$ cat config.mk
export PLATFORM = sky130hd
export DESIGN_NAME = pcd_sqrt_cell
export DESIGN_NICKNAME = d
export VERILOG_FILES = /design/src/rtl/pcd_pkg.sv /design/src/rtl/pcd_sqrt_cell.sv
export SDC_FILE = /design/constraint.sdc
export NUM_CORES = 1
export LEC_CHECK = 0
export ABC_AREA = 1
export BUFFER_PORTS_ARGS = -buffer_cell sky130_fd_sc_hd__buf_2
export CAP_MARGIN = 20
export CORE_AREA = 2 2 119 121
export DETAILED_ROUTE_END_ITERATION = 16
export DIE_AREA = 0 0 121 123
export HOLD_SLACK_MARGIN = 0.02
export PLACE_DENSITY = 0.84
export SYNTH_ARGS = -nofsm -noshare
export SYNTH_HDL_FRONTEND = slang
export SYNTH_SLANG_ARGS = --single-unit
$ cat constraint.sdc
create_clock -name clk -period 0.9 [get_ports clk]
set_input_delay 0.045 -clock clk [delete_from_list [all_inputs] [get_ports clk]]
set_output_delay 0.045 -clock clk [all_outputs]
set_load 0.01 [all_outputs]
$ cat src/rtl/pcd_pkg.sv
// shared types and constants of the point to capsule distance core
package pcd_pkg;

    localparam int COORD_BITS = 32;
    localparam int FRAC_BITS  = 16;

    // |dy| needs two bits more than a coordinate at doubled scale
    localparam int YMAG_W   = COORD_BITS + 2;
    // sum of squares at doubled scale
    localparam int RAD_W    = 2 * COORD_BITS + 6;
    localparam int SQ_STEPS = RAD_W / 2;
    localparam int REM_W    = SQ_STEPS + 2;

    localparam int ADDR_W    = 5;
    localparam int REG_IDX_W = ADDR_W - 2;

    localparam logic [REG_IDX_W-1:0] REG_CENTRE_X   = 3'd0;
    localparam logic [REG_IDX_W-1:0] REG_CENTRE_Y   = 3'd1;
    localparam logic [REG_IDX_W-1:0] REG_CENTRE_Z   = 3'd2;
    localparam logic [REG_IDX_W-1:0] REG_SEG_LENGTH = 3'd3;
    localparam logic [REG_IDX_W-1:0] REG_CAP_RADIUS = 3'd4;

    typedef struct packed {
        logic signed [COORD_BITS-1:0] point_x;
        logic signed [COORD_BITS-1:0] point_y;
        logic signed [COORD_BITS-1:0] point_z;
    } point_t;

    typedef struct packed {
        logic signed [COORD_BITS-1:0] surface_distance;
        logic                         is_inside;
    } result_t;

    typedef struct packed {
        logic signed [COORD_BITS-1:0] centre_x;
        logic signed [COORD_BITS-1:0] centre_y;
        logic signed [COORD_BITS-1:0] centre_z;
        logic        [COORD_BITS-2:0] segment_length;
        logic        [COORD_BITS-2:0] cap_radius;
    } cfg_t;

    // data handed from one square root cell to the next
    typedef struct packed {
        logic             valid;
        logic             in_cap;
        logic [RAD_W-1:0] radicand;
        logic [REM_W-1:0] rem;
        logic [SQ_STEPS-1:0] root;
    } sq_bus_t;

endpackage

$ cat src/rtl/pcd_sqrt_cell.sv
// one digit of the restoring square root, registered toward the next cell
module pcd_sqrt_cell (
    input  logic             clk,
    input  logic             rst_n,
    input  pcd_pkg::sq_bus_t bus_in,
    output pcd_pkg::sq_bus_t bus_out
);
    import pcd_pkg::*;

    logic [REM_W+1:0] cand;
    logic [REM_W+1:0] trial;
    logic [REM_W+2:0] diff;
    logic             take;
    sq_bus_t          bus_next;
    sq_bus_t          bus_reg;

    always_comb
    begin
        cand  = {bus_in.rem, bus_in.radicand[RAD_W-1 -: 2]};
        trial = (REM_W+2)'({bus_in.root, 2'b01});
        diff  = {1'b0, cand} - {1'b0, trial};
        take  = ~diff[REM_W+2];

        bus_next          = bus_in;
        bus_next.rem      = take ? diff[REM_W-1:0] : cand[REM_W-1:0];
        bus_next.root     = {bus_in.root[SQ_STEPS-2:0], take};
        bus_next.radicand = bus_in.radicand << 2;
    end

    always_ff @(posedge clk or negedge rst_n)
    begin
        if (!rst_n)
            bus_reg <= '0;
        else
            bus_reg <= bus_next;
    end

    assign bus_out = bus_reg;

endmodule

==> impl_metrics.toml, run 1 <==
[run_status]
status = "stopped before the end"
stop_stage = "global routing"
tool.error = "[ERROR DPL-0038] Utilization greater than 100%, impossible to legalize"

[cts]
htreeDepth = 4
cts_inserted_buffers = 17
cts-root-buf = "clkbuf_16"
cts.sinks = 142
clockBufferDepth = 2

[yosys]
synthXorXnorAreaFrac_pct = 2.67
syn_inst = 830
yosysSeqAreaShare_pct = 51.7
synth.area.top_cells = "dfrtp_1, nand2_1, inv_1"
ys_warn_count = 0
yosysTopAreaCell = "dfrtp_1"
synth.mux.area_fraction_pct = 0
synth.avg_cell_area_um2 = 8.29
synth_area_mm2 = 0.00688
synth_top_family_by_area = "simple AND/OR/NAND/NOR gates"
synth-seq-cells = 142
synth_top_area_share_pct = 51.7
netlist-cell-type-count = 31
synth_compound_area_share_pct = 5.64
synthAdderAreaFrac_pct = 6.55
synth-simple-area-share_pct = 24.2

[die]
die_h_um = 123
die_x_um = 121
num_rows = 43
pin_count = 290
initial_core_util_pct = 50.5

[placement]
hpwl_um = 18600
port_buffers = 287
gp_congestion = 0.890

[global_routing]
grt_max_degree = 35

[sta]
worst-ep-kind = "sequential cell input"
grt_repair_worst_endpoint = "bus_out[53]$_DFF_PN0_/D"
## cell families after synthesis
logic type | after synthesis
and+or+nand+nor | 405
AOI/OAI and AO/OA | 69
other | 1
buffers and inverters | 156
DFF | 142
adders and majority gates | 36
xor gates and xnor gates | 21
## synthesized netlist by cell type
cell type,count
clkbuf_1,1
o21ai_2,6
nand4_1,3
o21ai_1,16
nor2_2,3
nand3b_1,8
conb_1,1
nand2_1,272
nand2_4,1
nor2_1,59
dfrtp_1,142
xnor2_1,18
buf_2,1
xor2_1,3
nand3_2,1
nor2_4,1
nor3_1,9
a21o_1,1
a211oi_1,1
or2_1,1
buf_4,2
inv_1,146
a21oi_1,29
o21ai_0,10
ha_1,36
o21bai_1,5
inv_2,1
nand3_1,40
buf_6,5
nand2_2,7
a21boi_0,1
## what timing repair did
| item | CTS |
|---|---|
| setup endpoints to repair | 180 |
| gates resized for setup | 183 |
| hold endpoints to repair | 283 |
| setup buffers | 29 |
| gates cloned | 5 |
| hold buffers | 143 |
| pin swaps | 53 |
## per-stage QoR
stage	hold slack (ps)	setup WS, ps	cell area (um^2)	utilization (%)	cells
floorplan	-251	-641	7370	-	831
global placement	-79.8	-880	9940	73.0	1410
detailed placement	-78.7	-917	9940	73.0	1410
CTS	42.9	-376	13000	95.3	1617
==> run 2, diff against run 1 <==
--- a/config.mk
+++ b/config.mk
@@ -8,11 +8,10 @@
 export ABC_AREA = 1
 export BUFFER_PORTS_ARGS = -buffer_cell sky130_fd_sc_hd__buf_2
 export CAP_MARGIN = 20
-export CORE_AREA = 2 2 119 121
+export CORE_AREA = 2 2 135 137
 export DETAILED_ROUTE_END_ITERATION = 16
-export DIE_AREA = 0 0 121 123
-export HOLD_SLACK_MARGIN = 0.02
-export PLACE_DENSITY = 0.84
+export DIE_AREA = 0 0 137 139
+export PLACE_DENSITY_LB_ADDON = 0.15
 export SYNTH_ARGS = -nofsm -noshare
 export SYNTH_HDL_FRONTEND = slang
 export SYNTH_SLANG_ARGS = --single-unit
==> impl_metrics.toml, run 2 <==
[cts]
cts-root-buf = "clkbuf_16"
htreeDepth = 4
clk_pin_slew_ps = 70
cts_inserted_buffers = 17
clockBufferDepth = 2
cts.sinks = 142
cts_tree = "built"

[route]
initialDrtViolationCount = 324
drt-total-wl_um = 28300
ant_nets = 0
firstDrtPassIters = 5
post_drt_wl_per_cell_um = 16.9
vias_per_cell = 4.58
drc = 0
routed-via-count = 7682

[worst_hold_path]
holdPathStages = 4
min_path_type = "in -> reg"
worst_hold_path.endpoint = "bus_out[36]$_DFF_PN0_"
worstHoldStart = "bus_in[140]"

[yosys]
ys.flop_type = "dfrtp_1"
synth.avg_cell_area_um2 = 8.29
synth_area_mm2 = 0.00688
yosysSeqAreaShare_pct = 51.7
synth_top_area_share_pct = 51.7
yosysTopAreaCell = "dfrtp_1"
synth-seq-cells = 142
ys_warn_count = 0
async_flop_share_pct = 100
netlist-cell-type-count = 31
syn_inst = 830
yosysMostFrequentCell = "nand2_1"
synth_common_cells = "nand2_1, inv_1, dfrtp_1, nor2_1, nand3_1"
synth_edf_count = 0
synth.area.top_cells = "dfrtp_1, nand2_1, inv_1"

[die]
die_area_mm2 = 0.0190
die_x_um = 137
die_h_um = 139
num_rows = 49
pin_count = 290
core_mm2 = 0.0177
initial_core_util_pct = 39.0

[worst_setup_path]
crit_path_start = "bus_in[15]"
cpLargestDelayFamily = "simple AND/OR/NAND/NOR gates"
critPathBufInv = 4
path_cells = "buf_6, inv_2, ha_4, nand2_4, nor2_4, nand2_2, nor2_2, nand2_2, nand3_4, nand2_4, nand2_8, clkinv_8, clkbuf_16, nand2_1, nand2_1"
crit_required_ps = 1200
cp_slowest_cell = "ha_4"
end_kind = "flop"
slowest_delay_ps = 300
startpoint_type = "input pin"
path_max_fanout = 5
worstSetupPathType = "in -> reg"
cp.arrival_ps = 1640

[layout]
largest_reg_flops = 142
layout.area.seq_mm2 = 0.00355
final_common_cell = "buf_2"
syn_to_final_growth_pct = 98.2
final_cell_mix = "buf_2, nand2_1, buf_4"
nets = 1617
layout-drive-gt1-share_pct = 50.8
antenna_cells = 0
fill_cells = 1226
multi_input_area_mm2 = 0.00382
final_util_pct = 77.2

[global_routing]
grt_max_degree = 35
busiest_layer = "met2"
grt_pass1_wl_um = 40500
use_met3_pct = 6.21
use_met2_pct = 47.6
grt_overflow_total = 0
grt_pass1_vias = 8035
antenna_found_initial = 1
grt_use_total_pct = 27.5
use_met1_pct = 32.4

[placement]
gp_congestion = 0.931
port_buffers = 287
pre_cts_ws_ps = -918
hpwl_um = 17700

[sta]
setup_ws_ps = -436
max_clock_freq_ghz = 0.749
setup_violations = 180
final-hold-violation-count = 0
fin_crit_ps = 1340
rsz0062_at_grt = "yes"
hold_slack_ps = 7.46
finalSetupTns_ps = -24500
slew_viol_final = 0
period_share_pct = 148

[run_status]
status = "finished, violations left"
violations = "negative setup slack"

[power]
p_total_mw = 20.8
p_leak_nw = 6.95
powerDensity_mw_per_mm2 = 1520
ir_drop_v = 0.00134

[run]
cap_violations = 0
==> run 2: cell counts after synthesis <==
Identical to the previous run, type by type.
==> run 2: report_power, final <==
group | switching, mW | internal, mW | leakage, nW
clock network | 3.16 | 3.91 | 0.273
registers | 0.216 | 6.95 | 1.66
logic | 3.16 | 3.37 | 5.02
total | 6.54 | 14.2 | 6.95
==> run 2: area by class of cell <==
type / instances / area share [%]
Timing Repair Buffer: 593 / 35.2
Inverter: 147 / 4.30
Clock inverter: 14 / 1.06
Tap cell: 229 / 2.10
Multi-Input combinational cell: 533 / 28.0
Clock buffer: 18 / 3.15
Timing Repair inverter: 1 / 0.0642
Sequential cell: 142 / 26.1
==> run 2: worst max path at each step <==
stage	endpoint	slack [ps]	depth (start not counted)
2_1_floorplan	bus_out[52]$_DFF_PN0_	-640	15
3_3_place_gp	bus_out[71]$_DFF_PN0_	-920	14
3_5_place_dp	bus_out[71]$_DFF_PN0_	-920	14
4_1_cts	bus_out[56]$_DFF_PN0_	-390	18
5_1_grt	bus_out[41]$_DFF_PN0_	-480	15
6_report	bus_out[60]$_DFF_PN0_	-440	15
==> run 2: per-stage QoR <==
step | cells | area [um^2]
after CTS | 1666 | 12900
after global routing | 1677 | 13600
after floorplan | 831 | 7370
after global placement | 1465 | 10000
final | 1677 | 13600
after detailed placement | 1465 | 10000
==> run 2: what timing repair did <==
action                                 CTS  global route
gates resized for setup                159           158
endpoints found under the hold margin  283             0
cloned                                   3             6
hold buffers                           142             0
pin swaps                               19            71
setup endpoints to repair              180           180
setup buffers                           24             7
==> run 2: tightest hold or removal path, stage by stage <==
cell and delay, ps:
buf_2 110, inv_1 50, ha_1 140, o21ai_2 60
==> run 2: routing by layer <==
layer  share of wire [%]  up-vias
met4                 4.1        2
met5               0.060        -
met1                  38     3608
met2                  51      257
met3                 7.1       62
li1                    -     3753
==> run 2: cell families after synthesis <==
family / synth area share [%]
AO/OA/AOI/OAI: 5.64
XOR/XNOR: 2.67
adder cells (fa/ha/maj): 6.55
buffers and inverters: 9.18
flip-flops: 51.7
other: 0.0545
AND/OR/NAND/NOR: 24.2
No activity file was read; power rests on OpenSTA's default activity.
