[config.mk]
export PLATFORM = sky130hd
export DESIGN_NAME = pcd_regs
export DESIGN_NICKNAME = d
export VERILOG_FILES = /design/src/rtl/pcd_pkg.sv /design/src/rtl/pcd_regs.sv
export SDC_FILE = /design/constraint.sdc
export NUM_CORES = 1
export LEC_CHECK = 0
export ABC_CLOCK_PERIOD_IN_PS = 1500
export BUFFER_PORTS_ARGS = -buffer_cell sky130_fd_sc_hd__buf_4
export CAP_MARGIN = 20
export CORE_MARGIN = 8
export CORE_UTILIZATION = 40
export DETAILED_ROUTE_END_ITERATION = 6
export PLACE_DENSITY = 0.73
export SYNTH_ARGS = -nofsm -noshare
export SYNTH_HDL_FRONTEND = slang
export SYNTH_SLANG_ARGS = --single-unit
[constraint.sdc]
create_clock -name clk -period 1.5 [get_ports clk]
set_input_delay 0.225 -clock clk [delete_from_list [all_inputs] [get_ports clk]]
set_output_delay 0.225 -clock clk [all_outputs]
set_load 0.1 [all_outputs]
[src/rtl/pcd_pkg.sv]
// shared types and constants of the point to capsule distance core
package pcd_pkg;

    localparam int COORD_BITS = 32;
    localparam int FRAC_BITS  = 16;

    // |dy| needs two bits more than a coordinate at doubled scale
    localparam int YMAG_W   = COORD_BITS + 2;
    // sum of squares at doubled scale
    localparam int RAD_W    = 2 * COORD_BITS + 6;
    localparam int SQ_STEPS = RAD_W / 2;
    localparam int REM_W    = SQ_STEPS + 2;

    localparam int ADDR_W    = 5;
    localparam int REG_IDX_W = ADDR_W - 2;

    localparam logic [REG_IDX_W-1:0] REG_CENTRE_X   = 3'd0;
    localparam logic [REG_IDX_W-1:0] REG_CENTRE_Y   = 3'd1;
    localparam logic [REG_IDX_W-1:0] REG_CENTRE_Z   = 3'd2;
    localparam logic [REG_IDX_W-1:0] REG_SEG_LENGTH = 3'd3;
    localparam logic [REG_IDX_W-1:0] REG_CAP_RADIUS = 3'd4;

    typedef struct packed {
        logic signed [COORD_BITS-1:0] point_x;
        logic signed [COORD_BITS-1:0] point_y;
        logic signed [COORD_BITS-1:0] point_z;
    } point_t;

    typedef struct packed {
        logic signed [COORD_BITS-1:0] surface_distance;
        logic                         is_inside;
    } result_t;

    typedef struct packed {
        logic signed [COORD_BITS-1:0] centre_x;
        logic signed [COORD_BITS-1:0] centre_y;
        logic signed [COORD_BITS-1:0] centre_z;
        logic        [COORD_BITS-2:0] segment_length;
        logic        [COORD_BITS-2:0] cap_radius;
    } cfg_t;

    // data handed from one square root cell to the next
    typedef struct packed {
        logic             valid;
        logic             in_cap;
        logic [RAD_W-1:0] radicand;
        logic [REM_W-1:0] rem;
        logic [SQ_STEPS-1:0] root;
    } sq_bus_t;

endpackage

[src/rtl/pcd_regs.sv]
// configuration register file with apb-style access
module pcd_regs (
    input  logic                        clk,
    input  logic                        rst_n,
    input  logic                        psel,
    input  logic                        penable,
    input  logic                        pwrite,
    input  logic [pcd_pkg::ADDR_W-1:0]  paddr,
    input  logic [31:0]                 pwdata,
    output logic [31:0]                 prdata,
    output logic                        pready,
    output pcd_pkg::cfg_t               cfg
);
    import pcd_pkg::*;

    cfg_t                 cfg_reg;
    logic                 wr_en;
    logic [REG_IDX_W-1:0] idx;

    assign pready = 1'b1;
    assign wr_en  = psel & penable & pwrite & pready;
    assign idx    = paddr[ADDR_W-1:2];
    assign cfg    = cfg_reg;

    always_ff @(posedge clk or negedge rst_n)
    begin
        if (!rst_n)
        begin
            cfg_reg.centre_x       <= '0;
            cfg_reg.centre_y       <= '0;
            cfg_reg.centre_z       <= '0;
            cfg_reg.segment_length <= '0;
            cfg_reg.cap_radius     <= (COORD_BITS-1)'(1) << FRAC_BITS;
        end
        else if (wr_en)
        begin
            case (idx)
                REG_CENTRE_X:   cfg_reg.centre_x       <= pwdata;
                REG_CENTRE_Y:   cfg_reg.centre_y       <= pwdata;
                REG_CENTRE_Z:   cfg_reg.centre_z       <= pwdata;
                REG_SEG_LENGTH: cfg_reg.segment_length <= pwdata[COORD_BITS-2:0];
                REG_CAP_RADIUS: cfg_reg.cap_radius     <= pwdata[COORD_BITS-2:0];
                default:        ;
            endcase
        end
    end

    always_comb
    begin
        case (idx)
            REG_CENTRE_X:   prdata = cfg_reg.centre_x;
            REG_CENTRE_Y:   prdata = cfg_reg.centre_y;
            REG_CENTRE_Z:   prdata = cfg_reg.centre_z;
            REG_SEG_LENGTH: prdata = {1'b0, cfg_reg.segment_length};
            REG_CAP_RADIUS: prdata = {1'b0, cfg_reg.cap_radius};
            default:        prdata = '0;
        endcase
    end

endmodule

==> summary.md, run 1 <==
| Metric | Value |
|---|---|
| Number of antenna violations at the first check in global routing | 0 |
| Die H | 150 um |
| Launching element type of the critical path | flip-flop |
| Status | complete, but fails checks |
| Vias in the first global route | 6534 |
| Leak pwr | 0.00542 uW |
| Global Route Usage Sum | 22.5% |
| Violations in the final reports | design-rule violations, negative setup slack |
| Number of instances in the placed design | 994 |
| Core Area | 0.0178 sq mm |
| Total number of clock tree sinks | 158 |
| Net Count, Synth | 541 |
| Tot Pwr | 23300 uW |
| Proportion of layout cells with a drive suffix above 1 | 98.0% |
| Worst Setup Path Type | reg -> out |
| Worst hold path depth | 2 |
| Worst slack, placed | -0.320 ns |
| Max-slew violation count | 0 |
| Clock tree from TritonCTS | done |
| Number of different library cells in the post-synthesis netlist | 27 |
| Area Growth Syn to Fin | 75.9% |
| Max Cap Viol | 0 |
| Flip-flop count of the largest register after layout | 158 |
| Count of standard-cell rows | 49 |
| Largest voltage drop on the vdd net | 1.22 mV |
| Seq cells post-synth | 158 |
| DR DRC count | 1 |
| Minimum setup slack in the final design | -0.417 ns |
| Clock slew at reported path FFs | 0.06 ns |
| Hold slack | 0.0576 ns |
| Cell with the most instances after synthesis | dfrtp_1 |
| R2R cell count | 3 |
| Data arrival time of the critical path | 1.69 ns |
| HPWL after DPL | 17800 um |
| End-of-flow core utilization | 71.0% |
| Total CTS buffers | 17 |
| Later-pin clock latency in the skew report | 0.42 ns |
| Fraction of post-synthesis cell area in the top cell type by area | 54.5% |
| Die Width | 150 um |
| Endpoint kind of the worst setup timing path | primary output |
| Shortest period the worst path allows | 1.92 ns |
| Starting density of the core | 40.4% |
| Highest clock frequency the design can meet | 522 MHz |
| Required @ worst endpoint | 1.27 ns |
| Global-route wire length before repair | 38600 um |
| Sequential area share after synthesis | 54.9% |
| Die area | 0.0226 sq mm |
| WL/cell | 24.4 um |
| Top flip-flop cell by instance count after synthesis | dfrtp_1 |
| Top cells by instance count after synthesis | dfrtp_1, mux2_2, a32oi_1, o21ai_0 |
| CTS Root Cell | clkbuf_16 |
| Worst clock skew | 0 ns |
| Class of the worst hold path | in -> reg |
| Routability Congestion | 0.819 |
| Final nets | 841 |
| Gate count of the mapped netlist | 499 |
| Number of violations reported at the end of detailed-routing iteration 0 | 227 |
| Synth area leader | dfrtp_1 |
| Number of detailed-route iterations in the first pass | 7 |
| # fillers | 1129 |
| Synthesis Warnings | 0 |
| Period utilization | 128% |
| Clk buf depth | 2 |
| Post-Synthesis Cell Area | 0.00720 sq mm |
| Aggregate routed wire length | 25400 um |
| Most area-consuming cells after synthesis | dfrtp_1, mux2_2, mux2_4, a32oi_1, a22oi_1 |
| Hold Fails Final Rpt | 0 |
| P per Cell Area | 1840 mW/mm^2 |
| Maximum number of pins on one net before global-route repair | 48 |
| I/O pins | 233 |
| Post-synth EDFFs | 0 |
| Final cell count without fillers | 1040 |
| Diodes inserted | 0 |
| Final Setup Violations | 34 |
| Total global routing overflow | 0 |
| Via-per-instance ratio | 5.51 |
| Number of vias in the routed layout | 5727 |
| Setup repair after global routing missed its margin | yes |
| Peak fanout along the critical path | 3 |
| Syn Area/Cell | 14.4 sq um |
| Count of buffers from port buffering | 229 |
| Deepest level of the CTS H-tree | 4 |
| Post-DRT Antenna Nets | 0 |
| Async set-or-reset flop fraction in the synthesized netlist | 100% |
[area by class of cell]
type                       count  area, sq um  share of cell area [%]
clock inverter                 9          134                    1.06
timing repair buffer         321         3280                    25.9
multi-input combinational    300         4030                    31.8
tap                          229          287                    2.26
sequential                   158         4460                    35.2
clock buffer                  22          484                    3.82
inverter                       1         3.75                  0.0296
[worst max-delay path, stage by stage (launching register included)]
cell	delay [ns]
dfrtp_4	0.48
mux2_4	0.28
a32oi_2	0.23
o21ai_4	0.10
buf_12	0.17
[cell families (layout without fill, tap and decap cells)]
logic type	count (synthesis)	count (layout)	synth area share, %
AO/OA/AOI/OAI	94	94	9.27
buffers and inverters	41	353	2.94
flip-flops	158	158	54.9
multiplexers	190	190	31.2
other	1	1	0.0521
AND/OR/NAND/NOR	15	15	1.60
[stage by stage]
stage	cell area, sq um	TNS, ns
2_1_floorplan	8500	-3.37
3_3_place_gp	11100	-30.35
3_5_place_dp	11100	-33.30
4_1_cts	12500	-12.60
5_1_grt	12700	-13.37
6_report	12700	-11.86
[routing by layer]
| metal | routed length, um | global-route usage (%) | part of all wire (%) |
|---|---|---|---|
| met1 | 10100 | 26.9 | 40 |
| met5 | 0 | 0 | 0 |
| met4 | 536 | 8.40 | 2.1 |
| met2 | 13100 | 38.3 | 52 |
| met3 | 1590 | 5.68 | 6.2 |
[worst paths after layout]
path	from	endpoint	slack [ns]
worst max register to register	cfg[58]$_DFFE_PN0P_	cfg[58]$_DFFE_PN0P_	0.40
worst min-delay path	pwdata[31]	cfg[157]$_DFFE_PN0P_	0.06
min in group asynchronous	rst_n	cfg[8]$_DFFE_PN0P_	0.28
max in group asynchronous	rst_n	cfg[58]$_DFFE_PN0P_	0.61
worst min register to register	cfg[81]$_DFFE_PN0P_	cfg[81]$_DFFE_PN0P_	0.53
worst max-delay path	cfg[84]$_DFFE_PN0P_	prdata[22]	-0.42
[layout by cell type, fill, tap and decap left out, types with 2 or more instances in the layout]
master,count
buf_4,217
mux2_2,135
dfrtp_4,120
buf_12,55
mux2_4,48
buf_6,48
dfrtp_2,37
o21ai_4,31
a22oi_2,30
a32oi_2,20
clkbuf_16,17
a32oi_4,11
mux2_1,6
clkbuf_8,4
nor2b_4,3
nor2_4,3
clkinv_4,3
bufinv_16,3
nand2_1,2
nor3b_4,2
clkinv_2,2
[what timing repair did]
| item | 4_1_cts | 5_1_grt |
|---|---|---|
| setup endpoints to repair | 51 | 46 |
| hold endpoints to repair | 29 | 0 |
| buffers inserted | 12 | 4 |
| gates resized for setup | 152 | 33 |
| pin swaps | 12 | 11 |
| hold buffers | 1 | 0 |
[report_power, final]
group | internal, uW | switching (uW) | total, uW
Clock | 2790 | 1720 | 4510
Combinational | 3460 | 8990 | 12500
Sequential | 5550 | 826 | 6380
Total | 11800 | 11500 | 23300
(Power assumes the default switching activity.)
==> inputs of run 2 (changes only) <==
--- a/config.mk
+++ b/config.mk
@@ -11,6 +11,7 @@
 export CORE_MARGIN = 8
 export CORE_UTILIZATION = 40
 export DETAILED_ROUTE_END_ITERATION = 6
+export GPL_TIMING_DRIVEN = 0
 export PLACE_DENSITY = 0.73
 export SYNTH_ARGS = -nofsm -noshare
 export SYNTH_HDL_FRONTEND = slang
==> run 2 against run 1 <==
Net effect: the flow finishes with violations (negative setup slack); maximum frequency is 0.35% higher; sequential cell count stayed put; hold slack worse by 0.0045 ns; first-iteration DRC count is 8.4% lower; design area is 2.8% lower; global-route usage hardly changed; largest power group unchanged.
==> summary.md, run 2 (synthesized netlist as in run 1, its figures left out) <==
| Metric | Value |
|---|---|
| Status | complete, but fails checks |
| Violations in the final reports | negative setup slack |
| Final Setup Violations | 32 (-5.9%) |
| Global Route Usage Sum | 22.5% (about the same) |
| Die H | 150 um (unchanged) |
| # fillers | 1200 (+6.3%) |
| Flip-flop count of the largest register after layout | 158 (unchanged) |
| Critical path origin | cfg[77]$_DFFE_PN0P_ |
| HPWL after DPL | 17400 um (-2.6%) |
| Worst clock skew | 0 ns (unchanged) |
| Sequence of cells on the critical path | mux2_4 -> a32oi_4 -> o21ai_4 -> buf_12 |
| Core Area | 0.0178 sq mm (unchanged) |
| Vias in the first global route | 6262 (-4.2%) |
| Post-DRT Antenna Nets | 0 (unchanged) |
| Beginning of the worst register-to-register path | cfg[145]$_DFFE_PN0P_ |
| Buffers plus inverters on the worst setup path | 1 (unchanged) |
| Max-slew headroom at the worst pin | 54.4% |
| Design Area, Final | 0.0123 sq mm (-2.8%) |
| Largest voltage drop on the vdd net | 1.22 mV (about the same) |
| DR DRC count | 0 (-1) |
| Worst Setup Path Type | reg -> out |
| Setup repair after global routing missed its margin | yes |
| Slack of the worst reg-to-reg path | 0.47 ns (+0.07 ns) |
| Top delay family on crit path | flip-flops |
| End-of-flow core utilization | 69.0% (-2.0 points) |
| Clock tree from TritonCTS | done |
| R2R cell count | 3 (unchanged) |
| Highest clock frequency the design can meet | 524 MHz (+0.35%) |
| Starting density of the core | 40.4% (unchanged) |
| Combinational group share of total power | 52.9% (-0.4 points) |
| Minimum setup slack in the final design | -0.410 ns (+0.00678 ns) |
| Leak pwr | 0.00530 uW (-2.1%) |
| Share of total power consumed by net switching | 49.5% (about the same) |
| Internal Pwr Total | 11700 uW (-0.76%) |
| Most frequent standard cell in the layout excluding fill and tap cells | buf_4 |
| I/O pins | 233 (unchanged) |
| Number of detailed-route iterations in the first pass | 4 (-3) |
| Number of vias in the routed layout | 5597 (-2.3%) |
| Period utilization | 127% (-0.45 points) |
| Count of buffers from port buffering | 229 (unchanged) |
| Die area | 0.0226 sq mm (unchanged) |
| Critical path's slowest cell | dfrtp_4 |
| Power share of the sequential group | 27.3% (about the same) |
| Total CTS buffers | 17 (unchanged) |
| Worst flop-to-flop path endpoint | cfg[145]$_DFFE_PN0P_ |
| Number of violations reported at the end of detailed-routing iteration 0 | 208 (-8.4%) |
| Max Cap Viol | 0 (unchanged) |
| Data arrival time of the critical path | 1.68 ns (about the same) |
| Die Width | 150 um (unchanged) |
| CTS Root Cell | clkbuf_16 |
| Routability Congestion | 0.780 (-4.8%) |
| Clk buf depth | 2 (unchanged) |
| Area after DPL | 0.0105 sq mm (-5.2%) |
| Class of the worst hold path | in -> reg |
| Tot Pwr | 23200 uW (-0.72%) |
| Most used cells in the layout excluding fill and tap cells | buf_4, mux2_2, dfrtp_4, mux2_4, buf_6 |
| Destination of the critical timing path | prdata[15] |
| Endpoint kind of the worst setup timing path | primary output |
| P per Cell Area | 1880 mW/mm^2 (+2.2%) |
| Aggregate routed wire length | 25300 um (-0.47%) |
| Switching power | 11500 uW (-0.68%) |
| Diodes inserted | 0 (unchanged) |
| Crit. path cell count | 4 (unchanged) |
| Maximum number of pins on one net before global-route repair | 90 (+88%) |
| Launching element type of the critical path | flip-flop |
| WL/cell | 24.5 um (+0.21%) |
| Shortest period the worst path allows | 1.91 ns (-0.00678 ns) |
| Hold Fails Final Rpt | 0 (unchanged) |
| Peak fanout along the critical path | 2 (-1) |
| Crit-path max cell delay | 0.47 ns (about the same) |
| Via-per-instance ratio | 5.42 (-1.6%) |
| Number of antenna violations at the first check in global routing | 0 (unchanged) |
| Clock slew at reported path FFs | 0.06 ns (about the same) |
| Final nets | 833 (-0.95%) |
| Total number of clock tree sinks | 158 (unchanged) |
| Max-slew violation count | 0 (unchanged) |
| Later-pin clock latency in the skew report | 0.42 ns (about the same) |
| Total global routing overflow | 0 (unchanged) |
| Deepest level of the CTS H-tree | 4 (unchanged) |
| Clock share of power | 19.8% (+0.5 points) |
| Required @ worst endpoint | 1.27 ns (about the same) |
| Area Growth Syn to Fin | 70.9% |
| Transition time at the pin with the least slew margin | 0.684 ns |
| Proportion of layout cells with a drive suffix above 1 | 97.1% (-0.89 points) |
| Global-route wire length before repair | 38300 um (-0.65%) |
| Count of standard-cell rows | 49 (unchanged) |
==> run 2: changes by cell type in the layout (fill, tap and decap cells not counted), moves of 5 or more <==
| cell | before | now |
|---|---|---|
| clkbuf_2 | 0 | 5 |
| buf_4 | 217 | 205 |
| clkbuf_4 | 0 | 5 |
| buf_12 | 55 | 35 |
| buf_2 | 0 | 7 |
==> run 2: cell type report <==
cell class | count | area, sq um | share of cell area [%]
sequential | 158 | 4460 | 36.2
buffer | 40 | 342 | 2.77
multi-input combinational | 300 | 3950 | 32.1
tap | 229 | 287 | 2.33
timing repair buffer | 273 | 2660 | 21.6
clock inverter | 10 | 163 | 1.32
inverter | 1 | 3.75 | 0.0305
clock buffer | 22 | 454 | 3.69
==> run 2: power groups by stage <==
stage          logic, uW  clock network, uW  registers (uW)
2_1_floorplan       2650                  0           12500
3_3_place_gp       11000                  0            6370
3_5_place_dp       11100                  0            6440
4_1_cts            12100               4630            6300
5_1_grt            12600               4810            6450
6_report           12300               4580            6330
==> run 2: metal layers <==
| layer | share of wire, % | wire (um) | GRT usage (%) | vias up |
|---|---|---|---|---|
| li1 | - | - | - | 2466 |
| met1 | 40 | 10200 | 27.2 | 2903 |
| met2 | 50 | 12700 | 37.6 | 188 |
| met3 | 7.1 | 1780 | 6.76 | 40 |
| met4 | 2.2 | 549 | 7.50 | 0 |
| met5 | 0 | 0 | 0 | - |
==> run 2: how the worst min path moves through the flow <==
stage                          start                    to  slack [ns]  cells after the start
after global routing      pwdata[31]  cfg[125]$_DFFE_PN0P_        0.04                      2
final                     pwdata[31]  cfg[157]$_DFFE_PN0P_        0.05                      2
after floorplan                rst_n  cfg[110]$_DFFE_PN0P_       -0.07                      0
after global placement    pwdata[31]  cfg[157]$_DFFE_PN0P_        0.47                      2
after CTS                 pwdata[31]  cfg[157]$_DFFE_PN0P_        0.04                      2
after detailed placement       rst_n   cfg[42]$_DFFE_PN0P_        0.27                      1
==> run 2: metrics by stage <==
step	hold slack, ns	std cells	worst slack, ns	setup TNS, ns
2_1_floorplan	-0.0706	499	-0.210	-3.37
3_3_place_gp	0.472	957	-0.863	-195.33
3_5_place_dp	0.275	958	-0.705	-71.25
4_1_cts	0.0438	1032	-0.433	-12.66
5_1_grt	0.0431	1033	-0.466	-14.06
6_report	0.0531	1033	-0.410	-11.91
==> run 2: what timing repair did <==
item | 4_1_cts | 5_1_grt
hold buffers | 1 | 0
resized for setup | 144 | 51
endpoints found under the hold margin | 68 | 0
setup endpoints to repair | 59 | 112
pin swaps | 24 | 23
setup buffers | 41 | 2
